==> src/rtl/arpr_pkg.sv <==
// Package for the ARP request responder: payload and descriptor types,
// protocol constants and the reply byte selector. No dependencies.
`timescale 1ns / 1ps

package arpr_pkg;

  // Configuration register indexes
  localparam int unsigned CFG_IDX_W = 1;
  localparam logic [CFG_IDX_W-1:0] REG_LOCAL_MAC = 1'd0;
  localparam logic [CFG_IDX_W-1:0] REG_LOCAL_IP  = 1'd1;
  localparam int unsigned CFG_DATA_W = 48;

  // Protocol constants
  localparam logic [47:0] BCAST_MAC      = 48'hFFFF_FFFF_FFFF;
  localparam logic [15:0] ETYPE_ARP      = 16'h0806;
  localparam logic [15:0] ETYPE_IPV4     = 16'h0800;
  localparam logic [15:0] HW_ETHER       = 16'h0001;
  localparam logic [15:0] OPC_REQUEST    = 16'h0001;
  localparam logic [15:0] OPC_REPLY      = 16'h0002;
  localparam logic [7:0]  MAC_LEN        = 8'd6;
  localparam logic [7:0]  IP_LEN         = 8'd4;
  localparam logic [31:0] LOCAL_IP_RESET = 32'hC0A8_79DC;

  // Frame geometry
  localparam int unsigned POS_W     = 6;
  localparam logic [POS_W-1:0] POS_MAX  = 6'd63;
  localparam logic [POS_W-1:0] LAST_IDX = 6'd41;  // final byte of a minimal ARP frame
  localparam int unsigned RPL_BITS  = 336;         // 42 bytes

  typedef struct packed {
    logic [7:0] in_byte;
    logic       in_last;
  } arpr_in_t;

  typedef struct packed {
    logic [7:0] out_byte;
    logic       out_last;
  } arpr_out_t;

  // What the back end needs to build one reply
  typedef struct packed {
    logic [47:0] sender_hw;
    logic [31:0] sender_proto;
  } rpl_desc_t;

  // Pick reply byte idx (0 = first on the wire)
  function automatic logic [7:0] reply_byte(input logic [POS_W-1:0] idx,
                                            input rpl_desc_t     desc,
                                            input logic [47:0]   mac,
                                            input logic [31:0]   ip);
    logic [RPL_BITS-1:0] frame;
    frame = {desc.sender_hw, mac, ETYPE_ARP, HW_ETHER, ETYPE_IPV4, MAC_LEN, IP_LEN,
             OPC_REPLY, mac, ip, desc.sender_hw, desc.sender_proto};
    return frame[RPL_BITS - 1 - 8 * int'(idx) -: 8];
  endfunction

endpackage

==> src/rtl/arpr_parse.sv <==
// Front end: takes frame bytes, captures header fields by position and
// queues a reply descriptor for each matching ARP request. Uses arpr_pkg.
`timescale 1ns / 1ps

module arpr_parse (
  input  logic                clk_i,
  input  logic                rst_ni,
  input  logic                in_valid_i,
  output logic                in_stall_o,
  input  arpr_pkg::arpr_in_t  in_data_i,
  input  logic [47:0]         local_mac_i,
  input  logic [31:0]         local_ip_i,
  output logic                push_o,
  output arpr_pkg::rpl_desc_t push_data_o,
  input  logic                full_i
);

  logic [arpr_pkg::POS_W-1:0] pos_q, pos_d;
  logic [47:0] dst_q, dst_d;
  logic [15:0] type_q, type_d;
  logic [15:0] opc_q, opc_d;
  logic [47:0] sha_q, sha_d;
  logic [31:0] spa_q, spa_d;
  logic [31:0] tpa_q, tpa_d;
  logic        accept;
  logic        match;
  logic [7:0]  b;

  assign in_stall_o = full_i;
  assign accept     = in_valid_i && !full_i;
  assign b          = in_data_i.in_byte;

  // Shift the byte into the field that owns this position
  always_comb begin
    dst_d  = dst_q;
    type_d = type_q;
    opc_d  = opc_q;
    sha_d  = sha_q;
    spa_d  = spa_q;
    tpa_d  = tpa_q;
    if (pos_q < 6'd6) begin
      dst_d = {dst_q[39:0], b};
    end else if (pos_q == 6'd12 || pos_q == 6'd13) begin
      type_d = {type_q[7:0], b};
    end else if (pos_q == 6'd20 || pos_q == 6'd21) begin
      opc_d = {opc_q[7:0], b};
    end else if (pos_q >= 6'd22 && pos_q < 6'd28) begin
      sha_d = {sha_q[39:0], b};
    end else if (pos_q >= 6'd28 && pos_q < 6'd32) begin
      spa_d = {spa_q[23:0], b};
    end else if (pos_q >= 6'd38 && pos_q < 6'd42) begin
      tpa_d = {tpa_q[23:0], b};
    end
  end

  // Advance the position, saturate on long frames, restart after the last byte
  always_comb begin
    pos_d = pos_q;
    if (in_data_i.in_last) begin
      pos_d = '0;
    end else if (pos_q < arpr_pkg::POS_MAX) begin
      pos_d = pos_q + 6'd1;
    end
  end

  // Check the request against the fields including this byte
  assign match = (pos_q >= arpr_pkg::LAST_IDX) &&
                 (dst_d == local_mac_i || dst_d == arpr_pkg::BCAST_MAC) &&
                 (type_d == arpr_pkg::ETYPE_ARP) &&
                 (opc_d == arpr_pkg::OPC_REQUEST) &&
                 (tpa_d == local_ip_i);

  assign push_o                   = accept && in_data_i.in_last && match;
  assign push_data_o.sender_hw    = sha_d;
  assign push_data_o.sender_proto = spa_d;

  always_ff @(posedge clk_i or negedge rst_ni) begin
    if (!rst_ni) begin
      pos_q  <= '0;
      dst_q  <= '0;
      type_q <= '0;
      opc_q  <= '0;
      sha_q  <= '0;
      spa_q  <= '0;
      tpa_q  <= '0;
    end else if (accept) begin
      pos_q  <= pos_d;
      dst_q  <= dst_d;
      type_q <= type_d;
      opc_q  <= opc_d;
      sha_q  <= sha_d;
      spa_q  <= spa_d;
      tpa_q  <= tpa_d;
    end
  end

endmodule

==> src/rtl/arpr_queue.sv <==
// Two-entry descriptor queue between the parser and the reply generator.
// Uses arpr_pkg for the descriptor type.
`timescale 1ns / 1ps

module arpr_queue (
  input  logic                clk_i,
  input  logic                rst_ni,
  input  logic                push_i,
  input  arpr_pkg::rpl_desc_t push_data_i,
  output logic                full_o,
  input  logic                pop_i,
  output logic                valid_o,
  output arpr_pkg::rpl_desc_t pop_data_o
);

  localparam logic [1:0] DEPTH = 2'd2;

  arpr_pkg::rpl_desc_t mem_q [2];
  logic       wr_ptr_q;
  logic       rd_ptr_q;
  logic [1:0] cnt_q;

  assign full_o     = (cnt_q == DEPTH);
  assign valid_o    = (cnt_q != 2'd0);
  assign pop_data_o = mem_q[rd_ptr_q];

  // Store entries
  always_ff @(posedge clk_i) begin
    if (push_i) begin
      mem_q[wr_ptr_q] <= push_data_i;
    end
  end

  // Advance pointers and count
  always_ff @(posedge clk_i or negedge rst_ni) begin
    if (!rst_ni) begin
      wr_ptr_q <= 1'b0;
      rd_ptr_q <= 1'b0;
      cnt_q    <= '0;
    end else begin
      if (push_i) begin
        wr_ptr_q <= ~wr_ptr_q;
      end
      if (pop_i) begin
        rd_ptr_q <= ~rd_ptr_q;
      end
      if (push_i && !pop_i) begin
        cnt_q <= cnt_q + 2'd1;
      end else if (pop_i && !push_i) begin
        cnt_q <= cnt_q - 2'd1;
      end
    end
  end

  a_cnt_bound: assert property (@(posedge clk_i) disable iff (!rst_ni)
    cnt_q <= DEPTH) else $error("queue count beyond depth");
  a_no_underflow: assert property (@(posedge clk_i) disable iff (!rst_ni)
    pop_i |-> cnt_q != 2'd0) else $error("pop from empty queue");

endmodule

==> src/rtl/arpr_reply.sv <==
// Back end: takes reply descriptors from the queue and sends the 42-byte
// ARP reply through a registered output word. Uses arpr_pkg.
`timescale 1ns / 1ps

module arpr_reply (
  input  logic                clk_i,
  input  logic                rst_ni,
  input  logic                q_valid_i,
  input  arpr_pkg::rpl_desc_t q_data_i,
  output logic                pop_o,
  input  logic [47:0]         local_mac_i,
  input  logic [31:0]         local_ip_i,
  output logic                out_valid_o,
  input  logic                out_stall_i,
  output arpr_pkg::arpr_out_t out_data_o
);

  arpr_pkg::rpl_desc_t        cur_q;
  logic                       busy_q;
  logic [arpr_pkg::POS_W-1:0] idx_q;
  logic                       o_valid_q;
  arpr_pkg::arpr_out_t        o_data_q, o_data_d;
  logic                       load_out;
  logic                       emit;
  logic                       at_end;

  assign load_out = !o_valid_q || !out_stall_i;
  assign emit     = busy_q && load_out;
  assign at_end   = (idx_q == arpr_pkg::LAST_IDX);
  assign pop_o    = !busy_q && q_valid_i;

  assign o_data_d.out_byte = arpr_pkg::reply_byte(idx_q, cur_q, local_mac_i, local_ip_i);
  assign o_data_d.out_last = at_end;

  assign out_valid_o = o_valid_q;
  assign out_data_o  = o_data_q;

  // Hold the current descriptor
  always_ff @(posedge clk_i) begin
    if (pop_o) begin
      cur_q <= q_data_i;
    end
  end

  // Load the output word
  always_ff @(posedge clk_i) begin
    if (emit) begin
      o_data_q <= o_data_d;
    end
  end

  // Sequence the reply bytes
  always_ff @(posedge clk_i or negedge rst_ni) begin
    if (!rst_ni) begin
      busy_q    <= 1'b0;
      idx_q     <= '0;
      o_valid_q <= 1'b0;
    end else begin
      if (pop_o) begin
        busy_q <= 1'b1;
        idx_q  <= '0;
      end else if (emit) begin
        idx_q <= idx_q + 6'd1;
        if (at_end) begin
          busy_q <= 1'b0;
        end
      end
      if (load_out) begin
        o_valid_q <= emit;
      end
    end
  end

  a_idx_range: assert property (@(posedge clk_i) disable iff (!rst_ni)
    busy_q |-> idx_q <= arpr_pkg::LAST_IDX) else $error("reply index out of range");
  a_last_ends: assert property (@(posedge clk_i) disable iff (!rst_ni)
    (o_valid_q && o_data_q.out_last) |-> !busy_q || idx_q == '0)
    else $error("reply still running after final byte");
  a_start_zero: assert property (@(posedge clk_i) disable iff (!rst_ni)
    $rose(busy_q) |-> idx_q == '0) else $error("reply did not start at byte zero");

endmodule

==> src/rtl/arp_request_responder_core.sv <==
// ARP request responder top level: configuration registers, parser front
// end, descriptor queue and reply back end. Uses arpr_pkg.
`timescale 1ns / 1ps

// Usage:
//   Input channel (in_valid_i / in_stall_o / in_data_i) carries received
//   Ethernet frame bytes in wire order, in_last set on the final byte.
//   One byte is taken every cycle while in_stall_o is low; in_stall_o rises only while two reply
//   descriptors are already queued.
//   Output channel (out_valid_o / out_stall_i / out_data_o) carries the
//   42-byte ARP reply, out_last set on byte 42.
//   With the back end idle, an accepted request's descriptor passes the
//   queue and the back end's descriptor register before its first byte is
//   loaded into the output word; the reply streams one byte per cycle unless
//   stalled, and the next descriptor is popped only after the reply's last byte.
//   When the receiver stalls, the current output word holds and the reply
//   pauses; the parser keeps taking bytes until the queue fills.
//   Configuration (cfg_we_i, cfg_idx_i, cfg_data_i): index 0 writes the
//   local MAC, index 1 the local IP. Write only while idle.
//   Reset: local MAC clears, local IP returns to 192.168.121.220, the
//   parser restarts at frame byte 0 and the queue and output empty.

module arp_request_responder_core (
  input  logic                                 clk_i,
  input  logic                                 rst_ni,
  input  logic                                 in_valid_i,
  output logic                                 in_stall_o,
  input  arpr_pkg::arpr_in_t                   in_data_i,
  output logic                                 out_valid_o,
  input  logic                                 out_stall_i,
  output arpr_pkg::arpr_out_t                  out_data_o,
  input  logic                                 cfg_we_i,
  input  logic [arpr_pkg::CFG_IDX_W-1:0]       cfg_idx_i,
  input  logic [arpr_pkg::CFG_DATA_W-1:0]      cfg_data_i
);

  logic [47:0]         local_mac_q;
  logic [31:0]         local_ip_q;
  logic                push;
  arpr_pkg::rpl_desc_t push_data;
  logic                full;
  logic                pop;
  logic                q_valid;
  arpr_pkg::rpl_desc_t q_data;

  // Write configuration registers
  always_ff @(posedge clk_i or negedge rst_ni) begin
    if (!rst_ni) begin
      local_mac_q <= '0;
      local_ip_q  <= arpr_pkg::LOCAL_IP_RESET;
    end else if (cfg_we_i) begin
      unique case (cfg_idx_i)
        arpr_pkg::REG_LOCAL_MAC: local_mac_q <= cfg_data_i[47:0];
        arpr_pkg::REG_LOCAL_IP:  local_ip_q  <= cfg_data_i[31:0];
        default: ;
      endcase
    end
  end

  arpr_parse u_parse (
    .clk_i       (clk_i),
    .rst_ni      (rst_ni),
    .in_valid_i  (in_valid_i),
    .in_stall_o  (in_stall_o),
    .in_data_i   (in_data_i),
    .local_mac_i (local_mac_q),
    .local_ip_i  (local_ip_q),
    .push_o      (push),
    .push_data_o (push_data),
    .full_i      (full)
  );

  arpr_queue u_queue (
    .clk_i       (clk_i),
    .rst_ni      (rst_ni),
    .push_i      (push),
    .push_data_i (push_data),
    .full_o      (full),
    .pop_i       (pop),
    .valid_o     (q_valid),
    .pop_data_o  (q_data)
  );

  arpr_reply u_reply (
    .clk_i       (clk_i),
    .rst_ni      (rst_ni),
    .q_valid_i   (q_valid),
    .q_data_i    (q_data),
    .pop_o       (pop),
    .local_mac_i (local_mac_q),
    .local_ip_i  (local_ip_q),
    .out_valid_o (out_valid_o),
    .out_stall_i (out_stall_i),
    .out_data_o  (out_data_o)
  );

endmodule
==> config.mk <==
export PLATFORM = sky130hd
export DESIGN_NAME = arp_request_responder_core
export DESIGN_NICKNAME = d
export VERILOG_FILES = /design/src/rtl/arpr_pkg.sv /design/src/rtl/arpr_parse.sv /design/src/rtl/arpr_queue.sv /design/src/rtl/arpr_reply.sv /design/src/rtl/arp_request_responder_core.sv
export SDC_FILE = /design/constraint.sdc
export NUM_CORES = 1
export LEC_CHECK = 0
export BUFFER_PORTS_ARGS = -buffer_cell sky130_fd_sc_hd__buf_2
export CORE_ASPECT_RATIO = 0.9
export CORE_UTILIZATION = 49
export DETAILED_ROUTE_END_ITERATION = 8
export GPL_ROUTABILITY_DRIVEN = 0
export HOLD_SLACK_MARGIN = 0.12
export PLACE_DENSITY = 0.73
export SLEW_MARGIN = 20
export SYNTH_ARGS = -nofsm -noshare
export SYNTH_HDL_FRONTEND = slang
export SYNTH_HIERARCHICAL = 1
export SYNTH_SLANG_ARGS = --single-unit
==> constraint.sdc <==
create_clock -name clk_i -period 13.31 [get_ports clk_i]
set_input_delay 1.331 -clock clk_i [delete_from_list [all_inputs] [get_ports clk_i]]
set_output_delay 1.331 -clock clk_i [all_outputs]
set_load 0.1 [all_outputs]
==> flow_metrics.py <==
metrics = {
    "floorplanning": {
        "die_width_um": 244,
        "core_mm2": 0.0519,
        "initial_core_util": 0.499,
        "die_area_mm2": 0.0537,
        "rows": 79,
        "io_pins": 74,
        "die_height_um": 220,
    },
    "critical_path": {
        "cp-end-kind": "register",
        "slowest_delay_ns": 1.01,
        "crit_arrival_ns": 5.77,
        "path_cells": "inv_1 -> o22ai_1 -> a221oi_2 -> xnor2_1 -> nand3_1 -> or4_1 -> or4_1 -> a2111oi_2 -> nor2b_4 -> buf_6",
        "timing.critical_path.mode_cell": "or4_1",
        "cp.required_ns": 13.51,
        "worst-path-max-fanout": 80,
        "critPathKind": "reg2reg",
        "slowest_stage": "dfrtp_1",
        "start_kind": "register",
    },
    "drt": {
        "drtPass1Iterations": 7,
        "drtIter0Drc": 2083,
        "ant_nets": 0,
        "drc": 0,
        "post_drt_wl_per_cell_um": 22.8,
        "routed_wl_um": 63700,
        "avgViaCountPerCell": 6.05,
        "vias": 16900,
    },
    "sta": {
        "worst_pin_slew_ns": 1.10,
        "slew_viol_final": 0,
        "clock.fmax_ghz": 0.180,
        "period_share": 0.418,
        "fin_ws_ns": 7.74,
        "rsz0062_at_grt": "false",
        "finClkSkew_ns": 0.0477,
        "setup_viol": 0,
        "final.setup.tns_ns": 0,
        "hold_violations": 0,
        "max-slew-margin-rel": 0.270,
        "finalCriticalPeriod_ns": 5.57,
    },
    "clock_network": {
        "postCtsResizedCells": 0,
        "post_cts_buffers": 0,
        "hold_buffers": 0,
        "clkSinkCount": 539,
        "cts_tree": "built",
        "cts_buffer_depth": 3,
        "cts-root-buf": "clkbuf_16",
        "htreeDepth": 2,
        "clkSlewWorstSetupHoldPaths_ns": 0.06,
        "numCtsBuffers": 53,
        "clk_latency_ns": 0.62,
    },
    "synth": {
        "syn-num-nets": 2105,
        "postSynthCellCount": 2034,
        "synth_top_area_frac": 0.289,
        "syn_avg_cell_area_um2": 12.7,
        "synthFlopType": "dfrtp_1",
        "ys_top_cells_by_area": "edfxtp_1 (29%), dfrtp_1 (27%), mux2_2 (11%), nand2_1 (4.9%), mux2_4 (4.6%)",
        "synth_cell_types": 78,
        "yosysWarningCount": 6,
        "syn_area_mm2": 0.0259,
        "ys_async_sr_fraction": 0.538,
        "synth_top_area_cell": "edfxtp_1",
        "yosysSeqAreaShare": 0.570,
        "synth_seq_cells": 539,
        "synth-edff-count": 249,
    },
    "layout": {
        "antenna_cells": 0,
        "utilization": 0.548,
        "fillers": 4197,
        "area_growth_pct": 9.84,
        "drive_gt1_frac": 0.271,
        "regArea_mm2": 0.0148,
        "final_area_mm2": 0.0284,
        "multi_input_area_mm2": 0.0103,
        "layout.nets": 2127,
    },
    "global_routing": {
        "antenna_found_initial": 0,
        "grt_max_degree": 108,
        "gr-total-overflow": 0,
        "grt_pass1_wl_um": 98500,
        "grt_util_all_layers": 0.240,
        "grt_pass1_vias": 16600,
    },
    "power": {
        "ir_worst_vdd_mv": 0.152,
        "power.density_mw_per_mm2": 196,
        "p_leak_uw": 0.0118,
    },
    "place": {
        "postPlaceCellArea_mm2": 0.0266,
        "dp_worst_setup_slack_ns": 7.65,
        "dp_hpwl_um": 42200,
        "io_buffers": 73,
    },
    "outcome": {
        "status": "finished clean",
    },
    "job": {
        "max_cap_viol_count": 0,
    },
    "hold_path": {
        "min_path_type": "reg2reg",
    },
}
==> metal layers <==
metal | share of wire | track usage
met3 | 0.090 | 0.0466
met1 | 0.42 | 0.331
met2 | 0.46 | 0.372
met4 | 0.040 | 0.0971
met5 | 0 | 0
==> worst paths after layout <==
check,start,slack (ns),end,depth (start not counted)
worst min-delay path,u_parse/sha_q[47],0.48,u_parse/sha_q[47],2
worst max register to register,u_parse/pos_q[3],7.74,u_queue/mem_q[0][77],10
worst max-delay path,u_parse/pos_q[3],7.74,u_queue/mem_q[0][77],10
max in group asynchronous,rst_ni,10.45,u_parse/type_q[10],3
worst min register to register,u_parse/sha_q[47],0.48,u_parse/sha_q[47],2
min in group asynchronous,rst_ni,0.73,u_parse/spa_q[27],1
==> critical path, delay by kind of cell (launching register included) <==
kind,cells,cell delay (ns)
compound gates,3,1.09
xor+xnor,1,0.20
buf+inv,2,1.34
flops,1,1.01
simple gates,4,1.42
==> kinds of logic (layout without fill, tap and decap cells) <==
| kind of cell | count (synthesis) | in the layout | synth area share |
|---|---|---|---|
| AO/OA/AOI/OAI | 272 | 272 | 0.0723 |
| XOR/XNOR | 92 | 92 | 0.0311 |
| adder cells (fa/ha/maj) | 8 | 8 | 0.00387 |
| buffers and inverters | 166 | 233 | 0.0340 |
| flip-flops | 539 | 539 | 0.570 |
| multiplexers | 402 | 402 | 0.192 |
| AND/OR/NAND/NOR | 555 | 555 | 0.0968 |
==> flip-flops by register name (all words and copies together) (netlist names), 2 cells and up <==
| register | flops |
|---|---|
| u_queue/mem_q | 160 |
| u_reply/cur_q | 80 |
| local_mac_q | 48 |
| u_parse/dst_q | 48 |
| u_parse/sha_q | 48 |
| local_ip_q | 32 |
| u_parse/spa_q | 32 |
| u_parse/tpa_q | 32 |
| u_parse/opc_q | 16 |
| u_parse/type_q | 16 |
| u_reply/out_data_o | 9 |
| u_parse/pos_q | 6 |
| u_reply/idx_q | 6 |
| u_queue/cnt_q | 2 |
==> cell usage after synthesis, types with 9 or more instances <==
| library cell | instances |
|---|---|
| o22ai_1 | 62 |
| o21ai_0 | 50 |
| buf_2 | 32 |
| a221oi_1 | 13 |
| dfstp_2 | 15 |
| dfrtp_1 | 275 |
| edfxtp_1 | 249 |
| inv_1 | 38 |
| clkbuf_1 | 63 |
| nor4_1 | 20 |
| buf_4 | 9 |
| xor2_1 | 49 |
| mux2_2 | 259 |
| mux4_2 | 12 |
| nand3_1 | 27 |
| mux2_4 | 79 |
| nor3_1 | 17 |
| xnor2_1 | 43 |
| a21oi_1 | 40 |
| nand2b_1 | 16 |
| mux2i_1 | 48 |
| nor2b_1 | 13 |
| nor2_1 | 51 |
| nand4_1 | 29 |
| o221ai_1 | 20 |
| nand2_1 | 340 |
==> metrics by stage <==
stage | hold WS, ns | instances | power [uW]
detailed placement | 0.461 | 2689 | 4000
CTS | 0.478 | 2789 | 5550
global route | 0.495 | 2789 | 5790
finish | 0.476 | 2789 | 5560
floorplan | 0.440 | 2034 | 3520
global placement | 0.451 | 2689 | 3970
==> area by class of cell <==
class	instances	area share
multi-input combinational	1329	0.362
clock buffer	72	0.0509
inverter	39	0.00520
tap	688	0.0303
timing repair buffer	94	0.0190
clock inverter	28	0.0129
sequential	539	0.519
==> power breakdown <==
group	switching, uW	internal, uW	leakage, uW
clock network	646	890	0.000894
registers	345	2000	0.00605
logic	1050	633	0.00483
==> placed cells by master (no fill, tap or decap), drive strengths merged, types with 5 or more instances in the layout <==
cell type,n
nor3,17
a221oi,15
nor4,20
o22a,5
nand3,27
mux4,16
o22ai,64
dfstp,15
a211oi,7
nand2,340
xor2,49
nand4,29
and2,8
nor2b,15
o21ai,54
a21oi,40
ha,8
xnor2,43
clkinv,19
dfrtp,275
a2111oi,7
inv,42
o2111ai,6
nor2,51
a22oi,8
clkbuf,72
nand2b,16
o21a,5
mux2i,48
mux2,338
edfxtp,249
bufinv,6
o221ai,20
buf,94
(Power assumes the default switching activity.)
